--- src/hw/rtl/bfgr_pkg.sv ---
package bfgr_pkg;

	// Font geometry limits
	localparam int MAX_WIDTH       = 32;
	localparam int MAX_GLYPH_BYTES = 128;
	localparam int GLYPH_COUNT     = 256;
	localparam int MEM_DEPTH       = GLYPH_COUNT * MAX_GLYPH_BYTES;
	localparam int ADDR_W          = $clog2(MEM_DEPTH);
	localparam int ROW_BYTES       = MAX_WIDTH / 8;
	localparam int BCNT_W          = $clog2(ROW_BYTES + 1);
	localparam int LANE_W          = $clog2(ROW_BYTES);
	localparam int COL_W           = $clog2(MAX_WIDTH);

	// Register widths and reset values
	localparam int CFG_DATA_W      = 8;
	localparam int CFG_INDEX_W     = 2;
	localparam logic [5:0] WIDTH_RST  = 6'd8;
	localparam logic [5:0] HEIGHT_RST = 6'd16;
	localparam logic [7:0] STRIDE_RST = 8'd16;

	typedef enum logic [CFG_INDEX_W-1:0] {
		CFG_GLYPH_WIDTH  = 2'd0,
		CFG_GLYPH_HEIGHT = 2'd1,
		CFG_GLYPH_STRIDE = 2'd2
	} cfg_idx_t;

	typedef enum logic [1:0] {
		ST_IDLE,
		ST_BASE,
		ST_READ,
		ST_EMIT
	} state_t;

	// Controller to datapath
	typedef struct packed {
		logic load;      // write the load byte into glyph memory
		logic capture;   // latch draw fields
		logic calc_base; // compute the row's first byte address
		logic rd_step;   // issue/collect row bytes
		logic emit;      // push one pixel into the output register
	} cmd_t;

	// Datapath to controller
	typedef struct packed {
		logic draw_ok;  // offered draw row produces pixels
		logic rd_done;  // all row bytes issued, last one landing now
		logic out_free; // output register can take a pixel
		logic last_col; // current column is the last of the row
	} sts_t;

endpackage

--- src/hw/rtl/bfgr_ctrl.sv ---
module bfgr_ctrl (
	input  logic          clk,
	input  logic          arst_n,
	input  logic          in_valid,
	output logic          in_ready,
	input  logic          kind,
	input  bfgr_pkg::sts_t sts,
	output bfgr_pkg::cmd_t cmd
);
	import bfgr_pkg::*;

	state_t state_q;
	state_t state_d;

	// State register
	always_ff @(posedge clk or negedge arst_n) begin
		if (!arst_n) begin
			state_q <= ST_IDLE;
		end else begin
			state_q <= state_d;
		end
	end

	// Next state and commands
	always_comb begin
		state_d  = state_q;
		cmd      = '0;
		in_ready = 1'b0;
		unique case (state_q)
			ST_IDLE: begin
				in_ready = 1'b1;
				if (in_valid) begin
					if (!kind) begin
						cmd.load = 1'b1;
					end else begin
						cmd.capture = 1'b1;
						if (sts.draw_ok) begin
							state_d = ST_BASE;
						end
					end
				end
			end
			ST_BASE: begin
				cmd.calc_base = 1'b1;
				state_d       = ST_READ;
			end
			ST_READ: begin
				cmd.rd_step = 1'b1;
				if (sts.rd_done) begin
					state_d = ST_EMIT;
				end
			end
			ST_EMIT: begin
				if (sts.out_free) begin
					cmd.emit = 1'b1;
					if (sts.last_col) begin
						state_d = ST_IDLE;
					end
				end
			end
			default: begin
				state_d = ST_IDLE;
			end
		endcase
	end

	a_busy_no_ready: assert property (@(posedge clk) disable iff (!arst_n)
		(state_q != ST_IDLE) |-> !in_ready)
		else $error("input ready while a row is in progress");

	a_emit_to_idle: assert property (@(posedge clk) disable iff (!arst_n)
		(cmd.emit && sts.last_col) |=> (state_q == ST_IDLE))
		else $error("last pixel did not return to idle");

	a_read_after_base: assert property (@(posedge clk) disable iff (!arst_n)
		cmd.calc_base |=> (state_q == ST_READ))
		else $error("base calculation not followed by row read");

endmodule

--- config.mk ---
export PLATFORM = sky130hd
export DESIGN_NAME = bfgr_ctrl
export DESIGN_NICKNAME = d
export VERILOG_FILES = /design/src/hw/rtl/bfgr_pkg.sv /design/src/hw/rtl/bfgr_ctrl.sv
export SDC_FILE = /design/constraint.sdc
export NUM_CORES = 1
export LEC_CHECK = 0
export ABC_AREA = 1
export BUFFER_PORTS_ARGS = -buffer_cell sky130_fd_sc_hd__buf_2
export CORE_AREA = 4 4 41 43
export DETAILED_ROUTE_END_ITERATION = 6
export DIE_AREA = 0 0 45 47
export HOLD_SLACK_MARGIN = 0.1
export SLEW_MARGIN = 20
export SYNTH_ARGS = -nofsm -noshare
export SYNTH_HDL_FRONTEND = slang
export SYNTH_SLANG_ARGS = --single-unit
export TNS_END_PERCENT = 30
--- constraint.sdc ---
create_clock -name clk -period 1.4 [get_ports clk]
set_input_delay 0 -clock clk [delete_from_list [all_inputs] [get_ports clk]]
set_output_delay 0 -clock clk [all_outputs]
set_load 0.05 [all_outputs]
Word level (Yosys, flattened, before mapping)

Index checks and enable logic that the tools add are counted.

Bits of input ports: 8
Output and inout bits: 6
Logic and storage cells: 28
Register bits after elaboration: 2

Reduce and logical (&&, ||, !) cells: 2
Equality and inequality tests: 9
Multiplexer cells: 16

Operator list:

| operator           | count |
|---|---|
| $mux 2             | 8 |
| $ne 2x2->1 const B | 6 |
| $pmux 2 s4         | 1 |
| $mux 1             | 7 |
| $reduce_and 6->1   | 1 |
| $eq 2x2->1 const B | 2 |
| $eq 2x1->1 const B | 1 |
| $logic_not 2->1    | 1 |

Depth between registers and ports, before layout

Gate-level depths: netlist of run 1.

Word-level depth: 4
Depth in mapped cells: 7

Least setup slack after synthesis of run 1

No wires, ideal clock.

Kind: flip-flop to output port
Start: register state_q[0]
End: output port cmd[4] (netlist name)
Buffers on the path: 0
Path slack: -0.369 ns
Arrival: 1.769 ns
Data required time: 1.400 ns
Stages on the path, launching flop included: 5
Cell sequence: dfrtp_1 -> inv_1 -> ha_1 -> nand2_1 -> nor2_1

RTL lines:

| element                | line            | RTL |
|---|---|---|
| start, declared        | bfgr_ctrl.sv:12 | `state_t state_q;` |
| start signal, assigned | bfgr_ctrl.sv:20 | `state_q <= state_d;` |
| end, declared          | bfgr_ctrl.sv:8  | `output bfgr_pkg::cmd_t cmd` |

==> metrics.md, run 1 <==
| Metric | Value |
|---|---|
| Highest routed layer | `met3` |
| Unique masters post-synth | `8` |
| Synthesis-to-layout area growth | `62.9%` |
| Global route total overflow | `0` |
| Slew at the pin closest to its max-slew limit | `249 ps` |
| First-pass GRT wire length | `910 um` |
| Status | `complete, no violations` |
| RSZ-0062 raised after global routing | `no` |
| DR vias/cell | `3.70` |
| Largest register FFs | `2` |
| Vias | `approximately 240` |
| Hpwl dp | `approximately 420 um` |
| Critical path peak fanout | `4` |
| Cts bufs inserted | `3` |
| CTS max path bufs | `2` |
| CTS root buffer | `clkbuf_4` |
| Pwr dens | `~2300 nW/um^2` |
| Leakage | `0.223 nW` |
| Met2 wire length | `approximately 280 um` |
| Setup TNS | `0 ps` |
| CP Launch Type | `register` |
| Die area | `2120 um^2` |
| Post-Syn Nets | `46` |
| Final #Nets | `66` |
| Clk slew on worst S/H paths | `roughly 30 ps` |
| H-tree depth | `1` |
| TritonCTS Sinks | `2` |
| Slew Limit Headroom | `83.5%` |
| Worst Skew | `around 0.75 ps` |
| Crit Path Category | `register to output pin` |
| Tot Pwr | `0.000844 W` |
| Post-Synthesis Cells | `33` |
| Sequential share of the synthesized area | `between 20% and 30%` |
| Max-slew violations | `0` |
| Reg area | `50.0 um^2` |
| Setup crit end kind | `output pin` |
| 1st-pass router iterations | `3` |
| Type of the worst min-delay path | `primary input to register` |
| Clk Latency, worst-skew pair | `roughly 220 ps` |
| Pin count of the biggest net entering global routing | `5` |
| Initial Utilization | `between 10% and 20%` |
| CTS tree | `yes` |
| GR Util All Layers | `6.32%` |
| WL met3 | `35 um` |
| Synth Cell Area | `223 um^2` |
| IO buf count | `13` |
| # DRC | `0` |
| CP Data Required Time | `about 1400 ps` |
| Maxcap violations | `0` |
| Routed WL | `507 um` |
| Hold Fails Final Rpt | `0` |
| Worst path cell trace | `inv_1 -> ha_2 -> nand2_1 -> nor2_2 -> buf_6` |
| Worst vdd ir | `576 uV` |
| Routed wire per std cell | `between 7 and 8 um` |
| DR iter-0 viols | `3` |
| WHS | `approximately 190 ps` |
| Minimum clock period | `1270 ps` |
| Die H | `47 um` |
| Data arrival time of the critical path | `1270 ps` |
| Vias in the first global route | `238` |
| Max Clk Rate | `786 MHz` |
| Gp weighted congestion | `roughly 0.60` |
| Mean area per synthesized cell | `a little under 7 um^2` |
| Layout cell share with drive strength beyond 1 | `37.3%` |
| Core Rows | `13` |
| Area of the multi-input gates | `151 um^2` |
| Filler Cells Inserted | `154` |
| Final ANT Viol Nets | `0` |
| Seq cells post-synth | `2` |
| Fin crit share | `90.9%` |
| Synth Warn # | `0` |
| Routed metal-1 wirelength | `187 um` |
| Core box area | `approximately 1300 um^2` |
| Chip Width | `45 um` |
| Top reg by flops | `state_q` |
| Initial antenna violation count | `0` |
| Slowest-stage cell, CP | `dfrtp_1` |
| Endpoints failing setup | `0` |
| Antenna Cells | `0` |
| Biggest regs | `state_q x2` |
| IO Pins | `14` |
| Worst path max stage delay | `400 ps` |
cells in the mapped netlist:
cell | n | area, um^2
nand4_1 | 3 | 18.8
or2_1 | 1 | 6.26
nor2_1 | 2 | 7.51
nand2_1 | 12 | 45.0
inv_1 | 7 | 26.3
nand2_2 | 1 | 6.26
dfrtp_1 | 2 | 50.1
ha_1 | 5 | 62.6
worst max-delay path, delay by kind of cell, from the launching register on:
family | cells | cell delay, ps
buffers and inverters | 2 | 270
adder cells (fa/ha/maj) | 1 | 210
AND/OR/NAND/NOR | 2 | 160
flip-flops | 1 | 400
logic make-up after synthesis:
| logic type | after synthesis | share of synthesized area [%] |
|---|---|---|
| fa+ha+maj | 5 | 28.1 |
| flops | 2 | 22.5 |
| simple gates | 19 | 37.6 |
| buf+inv | 7 | 11.8 |
final cells by class:
| type | instances | share of cell area (%) |
|---|---|---|
| Tap cell | 15 | 5.17 |
| Timing Repair Buffer | 15 | 25.9 |
| Sequential cell | 2 | 13.8 |
| Multi-Input combinational cell | 24 | 41.7 |
| Clock buffer | 3 | 6.21 |
| Inverter | 7 | 7.24 |
metrics by stage:
stage | utilization, % | cell area (um^2) | setup slack [ps] | cells
finish | 27.9 | 363 | 127 | 66
floorplan | - | 228 | -43.8 | 33
detailed placement | 23.9 | 312 | 206 | 61
global route | 27.9 | 363 | 8.35 | 66
CTS | 27.2 | 354 | 39.9 | 66
global placement | 23.9 | 312 | 234 | 61
metal layers:
layer | GRT usage [%] | vias up
met4 | 5.26 | 0
met3 | 3.45 | 0
met5 | 0 | -
li1 | - | 137
met1 | 6.14 | 102
met2 | 9.89 | 5
placed cells by master, fill, tap and decap left out:
master / instances
ha_2: 1
buf_6: 1
inv_1: 7
nor2_2: 1
nand2_1: 12
nand2_2: 1
or2_1: 1
nor2_1: 1
nand4_1: 3
dfrtp_1: 2
buf_2: 11
ha_1: 4
dlygate4sd3_1: 2
clkbuf_4: 4
timing repair:
item                       4_1_cts  5_1_grt
setup endpoints to repair        0        2
hold endpoints to repair         2        0
hold buffers                     2        0
resized for setup                0        4
setup buffers                    0        0
report_power, final:
group	total [W]	internal [W]	switching [W]
combinational	0.000600	0.000182	0.000419
clock	0.000125	0.0000944	0.0000306
sequential	0.000119	0.0000903	0.0000285
total	0.000844	0.000366	0.000478
worst paths after layout:
| kind | slack [ps] | cells after the start | startpoint | end |
|---|---|---|---|---|
| setup / recovery | 130 | 5 | state_q[0] | cmd[4] |
| hold / removal | 190 | 5 | sts[0] | state_q[1] |
| setup reg to reg | 230 | 5 | state_q[0] | state_q[0] |
| min in group asynchronous | 630 | 3 | arst_n | state_q[0] |
| max in group asynchronous | 640 | 3 | arst_n | state_q[1] |
| hold reg to reg | 530 | 2 | state_q[0] | state_q[0] |
Power figures use the tool's default switching activity.
==> run 2, diff against run 1 <==
==> constraint.sdc (replaced) <==
create_clock -name clk -period 1.4 [get_ports clk]
set_input_delay 0.21 -clock clk [delete_from_list [all_inputs] [get_ports clk]]
set_output_delay 0.21 -clock clk [all_outputs]
set_load 0.05 [all_outputs]
==> metrics.md, run 2 (synthesized netlist as in run 1, its figures left out) <==
| Metric | Value |
|---|---|
| 1st-pass router iterations | `2` |
| Met2 Usage GRT | `just under 10%` |
| Critical path peak fanout | `4` |
| Largest register FFs | `2` |
| Gp weighted congestion | `0.734` |
| Tot Pwr | `0.00109 W` |
| TritonCTS Sinks | `2` |
| WHS | `~300 ps` |
| Most frequent cells in the layout | `10 x nand2_1, 9 x buf_2, 5 x buf_6` |
| CTS root buffer | `clkbuf_4` |
| Crit Path Category | `register to output pin` |
| Routed WL | `551 um` |
| Final WS setup | `7.88 ps` |
| Data arrival time of the critical path | `1180 ps` |
| RSZ-0062 raised after global routing | `yes` |
| Cts bufs inserted | `3` |
| Endpoints failing setup | `0` |
| Setup crit end kind | `output pin` |
| Reg2Reg Depth | `5` |
| CTS tree | `yes` |
| CP Launch Type | `register` |
| Die area | `2120 um^2` |
| Global route total overflow | `0` |
| DR iter-0 viols | `3` |
| IO buf count | `13` |
| Vias in the first global route | `roughly 270` |
| Layout Cells excl Fill | `68` |
| CTS max path bufs | `2` |
| Clk Latency, worst-skew pair | `220 ps` |
| Status | `complete, no violations` |
| Grt met3 use | `1.53%` |
| Slew at the pin closest to its max-slew limit | `250 ps` |
| CP Data Required Time | `1190 ps` |
| Placed insts | `63` |
| Routed wire per std cell | `8.10 um` |
| Hpwl dp | `between 400 and 500 um` |
| Worst Skew | `0.400 ps` |
| Final #Nets | `68` |
| Die H | `47 um` |
| Synthesis-to-layout area growth | `103%` |
| Max-slew violations | `0` |
| Max Clk Rate | `718 MHz` |
| Commonest non-fill, non-tap cell in the layout | `nand2_1` |
| Top reg by flops | `state_q` |
| Leakage | `approximately 0.24 nW` |
| Layout cell share with drive strength beyond 1 | `56.6%` |
| Core box area | `1300 um^2` |
| IO Pins | `14` |
| # DRC | `0` |
| Initial Utilization | `between 15 and 20%` |
| Pwr dens | `2410 nW/um^2` |
| Final ANT Viol Nets | `0` |
| Antenna Cells | `0` |
| Core Rows | `13` |
| Maxcap violations | `0` |
| Met1 Track Usage GR | `6.59%` |
| Chip Width | `45 um` |
| Fin crit share | `99.4%` |
| Minimum clock period | `1390 ps` |
| Clk slew on worst S/H paths | `30 ps` |
| Pin count of the biggest net entering global routing | `5` |
| Slew Limit Headroom | `83.5%` |
| DR vias/cell | `~3.8` |
| H-tree depth | `1` |
| Most used routing layer | `met2` |
| Type of the worst min-delay path | `primary input to asynchronous set/reset pin` |
| GR Util All Layers | `approximately 6.3%` |
| Hold Fails Final Rpt | `0` |
| Biggest regs | `state_q x2` |
| Worst vdd ir | `740 uV` |
| Worst slack, placed | `91.2 ps` |
| Initial antenna violation count | `0` |
| Vias | `between 200 and 300` |
| First-pass GRT wire length | `around 940 um` |
run 2: path summary, 6_finish.rpt:
check                            from    endpoint  slack [ps]
min in group clk               sts[2]  state_q[1]         420
setup / recovery           state_q[0]      cmd[4]           8
hold reg to reg            state_q[1]  state_q[1]         610
hold / removal                 arst_n  state_q[0]         300
max in group asynchronous      arst_n  state_q[1]        1010
setup reg to reg           state_q[1]  state_q[0]         190
run 2: metrics by stage:
step           setup TNS (ps)  cell area [um^2]  util [%]
2_1_floorplan            -177               235         -
3_3_place_gp                0               334      25.7
3_5_place_dp                0               334      25.7
4_1_cts                 -22.5               400      30.8
5_1_grt                 -78.9               453      34.8
6_report                    0               453      34.8
run 2: layout make-up:
type	count	area, um^2
clock buffer	3	22.5
fill	148	848
inverter	7	26.3
multi-input combinational	24	209
sequential	2	50.0
tap	15	18.8
timing repair buffer	17	126
run 2: repair_timing:
action,4_1_cts,5_1_grt
setup endpoints to repair,4,4
hold endpoints to repair,2,0
setup buffers,0,1
hold buffers,1,0
pin swaps,1,3
gates resized for setup,11,11
run 2: critical path: stages, from the launching register on:
cell     delay, ps
dfrtp_1        390
inv_2          120
ha_4           180
nand2_4         50
nor2_4          70
buf_6          150
run 2: where the power goes:
part           internal [W]  leakage [nW]  switching (W)
Sequential        0.0000903        0.0244      0.0000209
Combinational      0.000330         0.206       0.000525
Clock             0.0000945        0.0138      0.0000318
Total              0.000515         0.245       0.000578
run 2: layer usage:
layer / routed length [um] / vias up
li1: - / 141
met1: 223 / 104
met4: 0 / 0
met3: 61 / 0
met2: 266 / 11
met5: 0 / -
